**src/sv/rcc_pkg.sv**
```systemverilog
// ----------------------------------------------------------------------------
// rcc_pkg
// Shared types, codes and discriminant coefficients for the reflectance
// color classifier.
// ----------------------------------------------------------------------------
package rcc_pkg;

  localparam int COEF_W     = 24;  // signed Q16 coefficient width
  localparam int COEF_FRAC  = 16;  // coefficient fraction bits
  localparam int CHUNK_BITS = 17;  // ratio magnitude slice per multiply
  localparam int OP_W       = 18;  // signed multiplier operand width
  localparam int SHIFT_W    = 6;   // product alignment shift width
  localparam int ROWS       = 5;   // number of discriminants
  localparam int ROW_W      = 3;

  // ratio used when the green delta is zero (integer part)
  localparam int RATIO_ZERO_DEN = 10;

  // discriminant rows
  localparam logic [ROW_W-1:0] ROW_DEEP_WALL = 3'd0;
  localparam logic [ROW_W-1:0] ROW_GREEN     = 3'd1;
  localparam logic [ROW_W-1:0] ROW_PINK      = 3'd2;
  localparam logic [ROW_W-1:0] ROW_RED       = 3'd3;
  localparam logic [ROW_W-1:0] ROW_TALL_WALL = 3'd4;

  // term order inside one discriminant; ratio slices start at TERM_RATIO
  localparam int TERM_INIT  = 0;
  localparam int TERM_DIFF  = 1;
  localparam int TERM_SUM   = 2;
  localparam int TERM_RATIO = 3;

  // result classes
  localparam logic [1:0] CLASS_WALL  = 2'd0;
  localparam logic [1:0] CLASS_GREEN = 2'd1;
  localparam logic [1:0] CLASS_PINK  = 2'd2;
  localparam logic [1:0] CLASS_RED   = 2'd3;

  typedef enum logic [2:0] {
    ST_IDLE,
    ST_PREP,
    ST_DIV,
    ST_MAC,
    ST_DRAIN,
    ST_STORE,
    ST_DECIDE
  } rcc_state_t;

  typedef struct packed {
    logic               clear;  // load accumulator with init value
    logic               issue;  // accumulate this cycle's coef * operand product
    logic [SHIFT_W-1:0] shamt;  // left alignment of the product
  } rcc_mac_ctrl_t;

  // Q16 coefficients, decimal value rounded to nearest
  localparam longint B0 = -((64'sd6240841  * 64'sd65536 + 64'sd50000) / 64'sd100000);
  localparam longint B1 = -((64'sd6887080  * 64'sd65536 + 64'sd50000) / 64'sd100000);
  localparam longint B2 = -((64'sd7975695  * 64'sd65536 + 64'sd50000) / 64'sd100000);
  localparam longint B3 = -((64'sd10995571 * 64'sd65536 + 64'sd50000) / 64'sd100000);
  localparam longint B4 = -((64'sd3799848  * 64'sd65536 + 64'sd50000) / 64'sd100000);

  localparam longint D0 = -((64'sd2041 * 64'sd65536 + 64'sd50000) / 64'sd100000);
  localparam longint D1 = -((64'sd1166 * 64'sd65536 + 64'sd50000) / 64'sd100000);
  localparam longint D2 =  ((64'sd4191 * 64'sd65536 + 64'sd50000) / 64'sd100000);
  localparam longint D3 =  ((64'sd7278 * 64'sd65536 + 64'sd50000) / 64'sd100000);
  localparam longint D4 =  ((64'sd2988 * 64'sd65536 + 64'sd50000) / 64'sd100000);

  localparam longint S0 = ((64'sd666  * 64'sd65536 + 64'sd50000) / 64'sd100000);
  localparam longint S1 = ((64'sd3478 * 64'sd65536 + 64'sd50000) / 64'sd100000);
  localparam longint S2 = ((64'sd2637 * 64'sd65536 + 64'sd50000) / 64'sd100000);
  localparam longint S3 = ((64'sd1773 * 64'sd65536 + 64'sd50000) / 64'sd100000);
  localparam longint S4 = ((64'sd1719 * 64'sd65536 + 64'sd50000) / 64'sd100000);

  localparam longint R0 = ((64'sd1268754 * 64'sd65536 + 64'sd50000) / 64'sd100000);
  localparam longint R1 = ((64'sd353027  * 64'sd65536 + 64'sd50000) / 64'sd100000);
  localparam longint R2 = ((64'sd262230  * 64'sd65536 + 64'sd50000) / 64'sd100000);
  localparam longint R3 = ((64'sd466094  * 64'sd65536 + 64'sd50000) / 64'sd100000);
  localparam longint R4 = ((64'sd274962  * 64'sd65536 + 64'sd50000) / 64'sd100000);

  function automatic logic signed [COEF_W-1:0] lda_bias(input logic [ROW_W-1:0] row);
    logic signed [COEF_W-1:0] c;
    unique case (row)
      ROW_DEEP_WALL: c = COEF_W'(B0);
      ROW_GREEN:     c = COEF_W'(B1);
      ROW_PINK:      c = COEF_W'(B2);
      ROW_RED:       c = COEF_W'(B3);
      ROW_TALL_WALL: c = COEF_W'(B4);
      default:       c = '0;
    endcase
    return c;
  endfunction

  function automatic logic signed [COEF_W-1:0] lda_c_diff(input logic [ROW_W-1:0] row);
    logic signed [COEF_W-1:0] c;
    unique case (row)
      ROW_DEEP_WALL: c = COEF_W'(D0);
      ROW_GREEN:     c = COEF_W'(D1);
      ROW_PINK:      c = COEF_W'(D2);
      ROW_RED:       c = COEF_W'(D3);
      ROW_TALL_WALL: c = COEF_W'(D4);
      default:       c = '0;
    endcase
    return c;
  endfunction

  function automatic logic signed [COEF_W-1:0] lda_c_sum(input logic [ROW_W-1:0] row);
    logic signed [COEF_W-1:0] c;
    unique case (row)
      ROW_DEEP_WALL: c = COEF_W'(S0);
      ROW_GREEN:     c = COEF_W'(S1);
      ROW_PINK:      c = COEF_W'(S2);
      ROW_RED:       c = COEF_W'(S3);
      ROW_TALL_WALL: c = COEF_W'(S4);
      default:       c = '0;
    endcase
    return c;
  endfunction

  function automatic logic signed [COEF_W-1:0] lda_c_ratio(input logic [ROW_W-1:0] row);
    logic signed [COEF_W-1:0] c;
    unique case (row)
      ROW_DEEP_WALL: c = COEF_W'(R0);
      ROW_GREEN:     c = COEF_W'(R1);
      ROW_PINK:      c = COEF_W'(R2);
      ROW_RED:       c = COEF_W'(R3);
      ROW_TALL_WALL: c = COEF_W'(R4);
      default:       c = '0;
    endcase
    return c;
  endfunction

endpackage

```
**src/sv/rcc_divider.sv**
```systemverilog
// ----------------------------------------------------------------------------
// rcc_divider
// Unsigned restoring divider, one quotient bit per cycle.
// ----------------------------------------------------------------------------
module rcc_divider #(
  parameter int NUM_W = 28,
  parameter int DEN_W = 12
) (
  input  logic             clk,
  input  logic             rst,
  input  logic             start,
  input  logic [NUM_W-1:0] numer,
  input  logic [DEN_W-1:0] denom,
  output logic             done,
  output logic [NUM_W-1:0] quotient
);

  localparam int CNT_W = $clog2(NUM_W + 1);

  logic [CNT_W-1:0] count;
  logic [DEN_W-1:0] rem;
  logic [DEN_W-1:0] divisor;
  logic [NUM_W-1:0] shreg;   // dividend bits out at the top, quotient bits in
  logic [DEN_W:0]   trial;
  logic             fits;

  assign trial = {rem, shreg[NUM_W-1]};
  assign fits  = (trial >= {1'b0, divisor});
  assign quotient = shreg;

  always_ff @(posedge clk) begin
    if (rst) begin
      count <= '0;
      done  <= 1'b0;
    end else if (start) begin
      count <= CNT_W'(NUM_W);
      done  <= 1'b0;
    end else if (count != '0) begin
      count <= count - CNT_W'(1);
      done  <= (count == CNT_W'(1));
    end else begin
      done  <= 1'b0;
    end
  end

  always_ff @(posedge clk) begin
    if (start) begin
      rem     <= '0;
      divisor <= denom;
      shreg   <= numer;
    end else if (count != '0) begin
      if (fits) begin
        rem <= DEN_W'(trial - {1'b0, divisor});
      end else begin
        rem <= trial[DEN_W-1:0];
      end
      shreg <= {shreg[NUM_W-2:0], fits};
    end
  end

endmodule

```
**src/sv/rcc_mac.sv**
```systemverilog
// ----------------------------------------------------------------------------
// rcc_mac
// Shared multiply-accumulate unit: registered product, aligned add into a
// wide accumulator, and truncation toward zero of the final sum.
// ----------------------------------------------------------------------------
module rcc_mac #(
  parameter int ACC_W = 54,
  parameter int FRAC  = 16
) (
  input  logic                                   clk,
  input  logic                                   rst,
  input  rcc_pkg::rcc_mac_ctrl_t                 ctrl,
  input  logic signed [rcc_pkg::COEF_W-1:0]      coef,
  input  logic signed [rcc_pkg::OP_W-1:0]        operand,
  input  logic signed [ACC_W-1:0]                init,
  output logic signed [ACC_W-rcc_pkg::COEF_FRAC-FRAC-1:0] disc
);

  localparam int PROD_W = rcc_pkg::COEF_W + rcc_pkg::OP_W;
  localparam int RSH    = rcc_pkg::COEF_FRAC + FRAC;

  logic signed [PROD_W-1:0]           prod;
  logic                               pvalid;
  logic [rcc_pkg::SHIFT_W-1:0]        pshamt;
  logic signed [ACC_W-1:0]            acc;
  logic signed [ACC_W-1:0]            addend;
  logic signed [ACC_W-1:0]            biased;

  assign addend = ACC_W'(prod) <<< pshamt;

  // negative sums get 2^RSH-1 added first so the shift truncates toward zero
  assign biased = acc + $signed({{(ACC_W-RSH){1'b0}}, {RSH{acc[ACC_W-1]}}});
  assign disc   = biased[ACC_W-1:RSH];

  always_ff @(posedge clk) begin
    if (rst) begin
      pvalid <= 1'b0;
    end else begin
      pvalid <= ctrl.issue;
    end
  end

  always_ff @(posedge clk) begin
    prod   <= coef * operand;
    pshamt <= ctrl.shamt;
    if (ctrl.clear) begin
      acc <= init;
    end else if (pvalid) begin
      acc <= acc + addend;
    end
  end

endmodule

```
**src/sv/reflectance_color_classifier_unit.sv**
```systemverilog
// ----------------------------------------------------------------------------
// reflectance_color_classifier_unit
// Peak/floor tracking of two photodiode channels and a five-discriminant linear
// classifier run on a shared divider and multiply-accumulator.
// ----------------------------------------------------------------------------
// Input channel (in_valid/in_ready): one sample pair with led_lit and
// window_end per transaction. Items without window_end update the peak and
// floor registers in the accept cycle and produce nothing; they can be sent
// back to back, one per cycle, while no classification is running.
// A window_end item starts the classification: the PREP state registers the
// deltas and starts the restoring divider (one quotient bit per cycle), then
// each of the five discriminants runs through the multiply-accumulator, the
// ratio in NCHUNK = ceil((SAMPLE_BITS+FRACTION_BITS)/17) slices, and the
// DECIDE state loads the result. in_ready is low for that whole run.
// Output channel (out_valid/out_ready): one transaction per window_end item,
// held in an output register. While it waits, new non-end items are still
// taken; a following classification stalls in its last cycle until the
// register is free.
// Reset clears peaks and floors, marks the window as fresh and lit, and
// drops out_valid.
// ----------------------------------------------------------------------------
module reflectance_color_classifier_unit #(
  parameter int SAMPLE_BITS   = 12,
  parameter int FRACTION_BITS = 16
) (
  input  logic                          clk,
  input  logic                          rst,
  input  logic                          in_valid,
  output logic                          in_ready,
  input  logic [SAMPLE_BITS-1:0]        green_sample,
  input  logic [SAMPLE_BITS-1:0]        orange_sample,
  input  logic                          led_lit,
  input  logic                          window_end,
  output logic                          out_valid,
  input  logic                          out_ready,
  output logic [1:0]                    object_class,
  output logic signed [SAMPLE_BITS:0]   color_difference,
  output logic [SAMPLE_BITS:0]          color_total
);

  localparam int S         = SAMPLE_BITS;
  localparam int F         = FRACTION_BITS;
  localparam int DELTA_W   = S + 1;
  localparam int SUM_W     = S + 2;
  localparam int QUO_W     = S + F;
  localparam int CHUNK     = rcc_pkg::CHUNK_BITS;
  localparam int NCHUNK    = (QUO_W + CHUNK - 1) / CHUNK;
  localparam int QPAD_W    = NCHUNK * CHUNK;
  localparam int TERM_LAST = rcc_pkg::TERM_RATIO + NCHUNK - 1;
  localparam int TERM_W    = $clog2(TERM_LAST + 1);
  localparam int ACC_W     = S + F + 26;
  localparam int DISC_W    = ACC_W - rcc_pkg::COEF_FRAC - F;
  localparam int ROW_W     = rcc_pkg::ROW_W;

  localparam logic [QUO_W-1:0] RATIO_DEFAULT = QUO_W'(rcc_pkg::RATIO_ZERO_DEN) << F;
  localparam logic signed [SUM_W-1:0] DIFF_MAX = SUM_W'((1 << S) - 1);
  localparam logic signed [SUM_W-1:0] SUM_MAX  = SUM_W'(2 * ((1 << S) - 1));
  localparam logic [ROW_W-1:0] ROW_LAST = ROW_W'(rcc_pkg::ROWS - 1);

  // tracker state
  logic [S-1:0] green_peak, orange_peak, green_floor, orange_floor;
  logic         previous_lit, window_fresh;
  logic [S-1:0] green_peak_next, orange_peak_next, green_floor_next, orange_floor_next;
  logic [S-1:0] green_base, orange_base, green_fl_base, orange_fl_base;

  // sequencer
  rcc_pkg::rcc_state_t state, state_next;
  logic [ROW_W-1:0]  row;
  logic [TERM_W-1:0] term;
  logic [TERM_W-1:0] chunk_idx;
  logic              div_start, div_done, out_load, in_take;

  // window results
  logic signed [DELTA_W-1:0] dg_c, dor_c, dg_abs, dor_abs;
  logic signed [SUM_W-1:0]   diff_r, sum_r;
  logic                      ratio_neg, dg_zero;
  logic [QUO_W-1:0]          div_quotient;
  logic [QUO_W-1:0]          ratio_mag;
  logic [QPAD_W-1:0]         ratio_pad;
  logic signed [DISC_W-1:0]  disc [rcc_pkg::ROWS];
  logic signed [DISC_W-1:0]  mac_disc;

  // mac interface
  rcc_pkg::rcc_mac_ctrl_t               mac_ctrl;
  logic signed [rcc_pkg::COEF_W-1:0]    mac_coef, ratio_coef;
  logic signed [rcc_pkg::OP_W-1:0]      mac_operand;
  logic signed [ACC_W-1:0]              mac_init;

  logic [1:0] class_c;
  logic signed [SUM_W-1:0] diff_sat;
  logic signed [SUM_W-1:0] sum_sat;

  assign in_take = in_valid && in_ready;

  // ---------------- peak / floor tracking ----------------
  assign green_base     = window_fresh ? '0 : green_peak;
  assign orange_base    = window_fresh ? '0 : orange_peak;
  assign green_fl_base  = previous_lit ? green_base  : green_floor;
  assign orange_fl_base = previous_lit ? orange_base : orange_floor;

  always_comb begin
    green_peak_next   = green_base;
    orange_peak_next  = orange_base;
    green_floor_next  = green_floor;
    orange_floor_next = orange_floor;
    if (led_lit) begin
      if (green_sample > green_base)   green_peak_next  = green_sample;
      if (orange_sample > orange_base) orange_peak_next = orange_sample;
    end else begin
      green_floor_next  = (green_sample < green_fl_base) ? green_sample : green_fl_base;
      orange_floor_next = (orange_sample < orange_fl_base) ? orange_sample : orange_fl_base;
    end
  end

  always_ff @(posedge clk) begin
    if (rst) begin
      green_peak   <= '0;
      orange_peak  <= '0;
      green_floor  <= '0;
      orange_floor <= '0;
      previous_lit <= 1'b1;
      window_fresh <= 1'b1;
    end else if (in_take) begin
      green_peak   <= green_peak_next;
      orange_peak  <= orange_peak_next;
      green_floor  <= green_floor_next;
      orange_floor <= orange_floor_next;
      previous_lit <= window_end ? 1'b1 : led_lit;
      window_fresh <= window_end;
    end
  end

  // ---------------- deltas ----------------
  assign dg_c    = $signed({1'b0, green_peak})  - $signed({1'b0, green_floor});
  assign dor_c   = $signed({1'b0, orange_peak}) - $signed({1'b0, orange_floor});
  assign dg_abs  = dg_c[S]  ? -dg_c  : dg_c;
  assign dor_abs = dor_c[S] ? -dor_c : dor_c;

  always_ff @(posedge clk) begin
    if (state == rcc_pkg::ST_PREP) begin
      diff_r    <= SUM_W'(dor_c) - SUM_W'(dg_c);
      sum_r     <= SUM_W'(dor_c) + SUM_W'(dg_c);
      dg_zero   <= (dg_c == '0);
      ratio_neg <= (dg_c != '0) && (dor_c[S] ^ dg_c[S]);
    end
    if (state == rcc_pkg::ST_DIV && div_done) begin
      ratio_mag <= dg_zero ? RATIO_DEFAULT : div_quotient;
    end
  end

  rcc_divider #(
    .NUM_W(QUO_W),
    .DEN_W(S)
  ) u_div (
    .clk     (clk),
    .rst     (rst),
    .start   (div_start),
    .numer   ({dor_abs[S-1:0], {F{1'b0}}}),
    .denom   (dg_abs[S-1:0]),
    .done    (div_done),
    .quotient(div_quotient)
  );

  // ---------------- discriminant terms ----------------
  assign ratio_pad  = QPAD_W'(ratio_mag);
  assign chunk_idx  = term - TERM_W'(rcc_pkg::TERM_RATIO);
  assign ratio_coef = rcc_pkg::lda_c_ratio(row);
  assign mac_init   = ACC_W'(rcc_pkg::lda_bias(row)) <<< F;

  always_comb begin
    mac_coef    = ratio_neg ? -ratio_coef : ratio_coef;
    mac_operand = $signed({1'b0, ratio_pad[chunk_idx*CHUNK +: CHUNK]});
    mac_ctrl.shamt = rcc_pkg::SHIFT_W'(chunk_idx * CHUNK);
    case (term)
      TERM_W'(rcc_pkg::TERM_DIFF): begin
        mac_coef       = rcc_pkg::lda_c_diff(row);
        mac_operand    = rcc_pkg::OP_W'(diff_r);
        mac_ctrl.shamt = rcc_pkg::SHIFT_W'(F);
      end
      TERM_W'(rcc_pkg::TERM_SUM): begin
        mac_coef       = rcc_pkg::lda_c_sum(row);
        mac_operand    = rcc_pkg::OP_W'(sum_r);
        mac_ctrl.shamt = rcc_pkg::SHIFT_W'(F);
      end
      default: ;
    endcase
    mac_ctrl.clear = (state == rcc_pkg::ST_MAC) && (term == TERM_W'(rcc_pkg::TERM_INIT));
    mac_ctrl.issue = (state == rcc_pkg::ST_MAC) && (term != TERM_W'(rcc_pkg::TERM_INIT));
  end

  rcc_mac #(
    .ACC_W(ACC_W),
    .FRAC (F)
  ) u_mac (
    .clk    (clk),
    .rst    (rst),
    .ctrl   (mac_ctrl),
    .coef   (mac_coef),
    .operand(mac_operand),
    .init   (mac_init),
    .disc   (mac_disc)
  );

  always_ff @(posedge clk) begin
    if (state == rcc_pkg::ST_STORE) begin
      disc[row] <= mac_disc;
    end
  end

  // ---------------- sequencer ----------------
  always_ff @(posedge clk) begin
    if (rst) begin
      state <= rcc_pkg::ST_IDLE;
    end else begin
      state <= state_next;
    end
  end

  always_comb begin
    state_next = state;
    in_ready   = 1'b0;
    div_start  = 1'b0;
    out_load   = 1'b0;
    unique case (state)
      rcc_pkg::ST_IDLE: begin
        in_ready = 1'b1;
        if (in_valid && window_end) state_next = rcc_pkg::ST_PREP;
      end
      rcc_pkg::ST_PREP: begin
        div_start  = 1'b1;
        state_next = rcc_pkg::ST_DIV;
      end
      rcc_pkg::ST_DIV: begin
        if (div_done) state_next = rcc_pkg::ST_MAC;
      end
      rcc_pkg::ST_MAC: begin
        if (term == TERM_W'(TERM_LAST)) state_next = rcc_pkg::ST_DRAIN;
      end
      rcc_pkg::ST_DRAIN: begin
        state_next = rcc_pkg::ST_STORE;
      end
      rcc_pkg::ST_STORE: begin
        state_next = (row == ROW_LAST) ? rcc_pkg::ST_DECIDE : rcc_pkg::ST_MAC;
      end
      rcc_pkg::ST_DECIDE: begin
        if (!out_valid || out_ready) begin
          out_load   = 1'b1;
          state_next = rcc_pkg::ST_IDLE;
        end
      end
      default: state_next = rcc_pkg::ST_IDLE;
    endcase
  end

  always_ff @(posedge clk) begin
    if (rst) begin
      row  <= '0;
      term <= '0;
    end else begin
      case (state)
        rcc_pkg::ST_DIV: begin
          row  <= '0;
          term <= '0;
        end
        rcc_pkg::ST_MAC:   term <= term + TERM_W'(1);
        rcc_pkg::ST_STORE: begin
          row  <= row + ROW_W'(1);
          term <= '0;
        end
        default: ;
      endcase
    end
  end

  // ---------------- decision and output register ----------------
  always_comb begin
    if ((disc[0] > disc[1] && disc[0] > disc[2] && disc[0] > disc[3]) ||
        (disc[4] > disc[1] && disc[4] > disc[2] && disc[4] > disc[3])) begin
      class_c = rcc_pkg::CLASS_WALL;
    end else if (disc[1] > disc[2] && disc[1] > disc[3]) begin
      class_c = rcc_pkg::CLASS_GREEN;
    end else if (disc[2] > disc[1] && disc[2] > disc[3]) begin
      class_c = rcc_pkg::CLASS_PINK;
    end else begin
      class_c = rcc_pkg::CLASS_RED;
    end
  end

  always_comb begin
    diff_sat = diff_r;
    if (diff_r > DIFF_MAX)  diff_sat = DIFF_MAX;
    if (diff_r < -DIFF_MAX) diff_sat = -DIFF_MAX;
    sum_sat = sum_r;
    if (sum_r < 0)        sum_sat = '0;
    if (sum_r > SUM_MAX)  sum_sat = SUM_MAX;
  end

  always_ff @(posedge clk) begin
    if (rst) begin
      out_valid <= 1'b0;
    end else if (out_load) begin
      out_valid <= 1'b1;
    end else if (out_ready) begin
      out_valid <= 1'b0;
    end
  end

  always_ff @(posedge clk) begin
    if (out_load) begin
      object_class     <= class_c;
      color_difference <= diff_sat[S:0];
      color_total      <= sum_sat[S:0];
    end
  end

endmodule

```
**config.mk**
```make
export PLATFORM = sky130hd
export DESIGN_NAME = reflectance_color_classifier_unit
export DESIGN_NICKNAME = d
export VERILOG_FILES = /design/src/sv/rcc_pkg.sv /design/src/sv/rcc_divider.sv /design/src/sv/rcc_mac.sv /design/src/sv/reflectance_color_classifier_unit.sv
export SDC_FILE = /design/constraint.sdc
export NUM_CORES = 2
export LEC_CHECK = 0
export BUFFER_PORTS_ARGS = -buffer_cell sky130_fd_sc_hd__buf_2
export CAP_MARGIN = 40
export CORE_UTILIZATION = 32
export DETAILED_ROUTE_END_ITERATION = 16
export PLACE_DENSITY = 0.45
export SLEW_MARGIN = 5
export SYNTH_ARGS = -nofsm -noshare
export SYNTH_HDL_FRONTEND = slang
export SYNTH_SLANG_ARGS = --single-unit
```
**constraint.sdc**
```tcl
create_clock -name clk -period 7.6 [get_ports clk]
set_input_delay 0 -clock clk [delete_from_list [all_inputs] [get_ports clk]]
set_output_delay 0 -clock clk [all_outputs]
set_load 0.01 [all_outputs]
```
==> impl_metrics.toml <==
[cells_and_area]
final_area_mm2 = 0.0543
final_util_pct = 38.4
nFillCells = 14400
areaGrowthSynthToFinish_pct = 19.0
n_antenna_cell = 0
final_layout_size_suffix_gt1_share_pct = 15.5
nets = 6370

[synthesis]
syn_inst = 4995
ys_async_sr_fraction_pct = 0
syn_avg_cell_area_um2 = 9.13
yosys_warnings = 0
ys_top_cells_by_count = "inv_1 (730), ha_1 (509), nor2_1 (485)"
synth-edff-count = 257
syn_area_mm2 = 0.0456
synthTopCellsByArea = "fa_1 (19%), edfxtp_1 (17%), ha_1 (14%), dfxtp_1 (6.9%), inv_1 (6.0%)"
yosysTopAreaCell = "fa_1"
synth_ff_type = "edfxtp_1"
synthesis.nets = 5965
ys_ff_latch = 414
yosysTopAreaCellShare_pct = 18.9
yosysMostFrequentCell = "inv_1"
synth_seq_area_share_pct = 23.8
synth.distinct_cells = 94

[critical_path]
cpMaxStageDelayCell = "fa_1"
path_common_cell = "fa_1"
cp_data_required_time_ns = 8.17
r2r-start = "row[1]$_SDFFE_PP0P_"
worstPathArrival_ns = 8.04
reg2reg_depth = 33
r2r_slack_ns = 0.13
crit_type = "flop to flop"
critical_path.startpoint_type = "flop"
crit_path_end_kind = "flop"
r2r_end = "u_mac.prod[40]$_DFF_P_"
path_max_fanout = 4
cpPeakStageDelay_ns = 0.57

[detailed_routing]
wl_per_cell_um = 20.3
wirelength_um = 149000
drc = 0
dr.pass1.iters = 5
num_vias = 36700
viasPerCell = 5.00
initialDrtViolationCount = 2465
ant_nets = 0

[timing]
whs_ns = 0.227
finalSetupViolCount = 0
max-slew-margin-rel_pct = 41.6
fin_skew_ns = 0.0339
period_needed_ns = 7.47
report.final.slew_viol_count = 0
tightest_slew_ns = 0.854
fin_crit_sh_pct = 98.3
hold_viol = 0
rsz0062_at_grt = "yes"
worst_slack_ns = 0.132
fmax_mhz = 134

[placed_design]
gp_congestion = 0.925
place_area_mm2 = 0.0508
port_buffers = 59
place_ws_ns = -0.394
hpwl_um = 122000

[floorplan]
die_y_um = 379
core-area_mm2 = 0.141
rows = 138
initial_core_util_pct = 32.2
dieWidth_um = 379
pin_count = 60
die-area_mm2 = 0.144

[grt]
grt_usage_pct = 20.9
grt_overflow = 0
grt_pass1_vias = 37600
grt_pass1_wl_um = 230000
antenna_found_initial = 5
grt_max_degree = 63

[clock_network]
clockBufferDepth = 3
cts-root-buf = "clkbuf_16"
cts_tree = "done"
clkSlewWorstSetupHoldPaths_ns = 0.06
cts_buffers = 54
htree_levels = 2
clock-sinks = 414
clk_latency_ns = 0.65

[pwr]
p_leak_nw = 24.7
powerDensity_mw_per_mm2 = 145
p_total_mw = 7.89
irDropWorstVdd_uv = 173

[worst_hold_path]
hold_depth = 4
hp-start = "green_sample[5]"
hold_path_class = "primary input to flop"
whs_endpoint = "green_floor[5]$_SDFFE_PP0P_"

[run_status]
outcome = "finished, final reports clean"

[run]
cap_violations = 0
[logic make-up (layout without fill, tap and decap cells)]
| family | Yosys count | after routing | share of synthesized area, % |
|---|---|---|---|
| AO/OA/AOI/OAI | 1023 | 1023 | 14.4 |
| XOR/XNOR | 189 | 189 | 3.63 |
| adder cells (fa/ha/maj) | 940 | 940 | 32.9 |
| buffers and inverters | 917 | 1367 | 7.68 |
| flip-flops | 414 | 414 | 23.8 |
| multiplexers | 138 | 138 | 3.85 |
| AND/OR/NAND/NOR | 1374 | 1374 | 13.7 |
[registers in the layout (all words and copies together), names as in the netlist, 2 cells and up]
register / count
green_peak: 12
u_div.quotient: 28
color_difference: 13
term: 3
u_div.divisor: 12
u_mac.pshamt: 4
u_div.rem: 12
orange_floor: 12
u_mac.prod: 42
state: 3
color_total: 13
green_floor: 12
u_mac.acc: 54
orange_peak: 12
disc: 110
object_class: 2
ratio_mag: 28
sum_r: 13
diff_r: 14
u_div.count: 5
row: 3
[through the flow]
| step | TNS [ns] | std cells |
|---|---|---|
| final | 0 | 7335 |
| after global routing | -1.15 | 7335 |
| after CTS | 0 | 7317 |
| after detailed placement | -4.73 | 7146 |
| after global placement | -3.66 | 7132 |
| after floorplan | -0.0112 | 4995 |
[cell usage in the layout (no fill, tap or decap), drive strengths merged, types with 59 or more instances in the layout]
master       instances
inv                740
ha                 509
nor2               485
buf                472
fa                 431
nand2              416
a21oi              301
edfxtp             257
o21ai              218
dfxtp              157
a21o               147
xnor2              142
nor2b               90
mux2i               73
nand3               72
nand4               69
clkbuf              64
nor3                61
dlygate4sd3         59
[final cells by class]
type	count	area, um^2	area share, %
Multi-Input combinational cell	3664	32100	59.2
Sequential cell	414	10900	20.0
Timing Repair Buffer	531	4320	7.96
Inverter	735	2770	5.10
Tap cell	1890	2360	4.36
Clock buffer	64	1430	2.64
Clock inverter	37	370	0.683
[worst max-delay path by stage]
stage	endpoint	startpoint
after global placement	u_mac.prod[41]$_DFF_P_	term[0]$_SDFFE_PP0P_
after floorplan	u_mac.prod[41]$_DFF_P_	term[0]$_SDFFE_PP0P_
after detailed placement	u_mac.prod[40]$_DFF_P_	term[0]$_SDFFE_PP0P_
after global routing	u_mac.prod[40]$_DFF_P_	row[1]$_SDFFE_PP0P_
final	u_mac.prod[40]$_DFF_P_	row[1]$_SDFFE_PP0P_
after CTS	u_mac.prod[38]$_DFF_P_	row[1]$_SDFFE_PP0P_
[report_power, final]
group	switching (mW)	internal [mW]
clock	1.11	1.53
sequential	0.143	2.65
combinational	1.42	1.03
total	2.68	5.21
[timing repair]
action,in CTS,in global routing
gates resized for setup,49,146
setup buffers,11,19
hold buffers,59,0
hold endpoints to repair,60,0
endpoints found under the setup margin,20,24
pin swaps,26,92
[routing by layer]
metal	wire [um]	GRT usage (%)
met4	3070	4.42
met2	67700	33.7
met1	70800	29.4
met5	13	0
met3	7100	3.15
[critical path, delay by kind of cell, from the launching register on]
kind	cells	cell delay [ns]
adders and majority gates	8	3.40
AOI/OAI and AO/OA	9	1.86
buffers and inverters	8	0.83
and+or+nand+nor	6	0.65
DFF	1	0.37
xor gates and xnor gates	2	0.26
No activity file was read; power rests on OpenSTA's default activity.
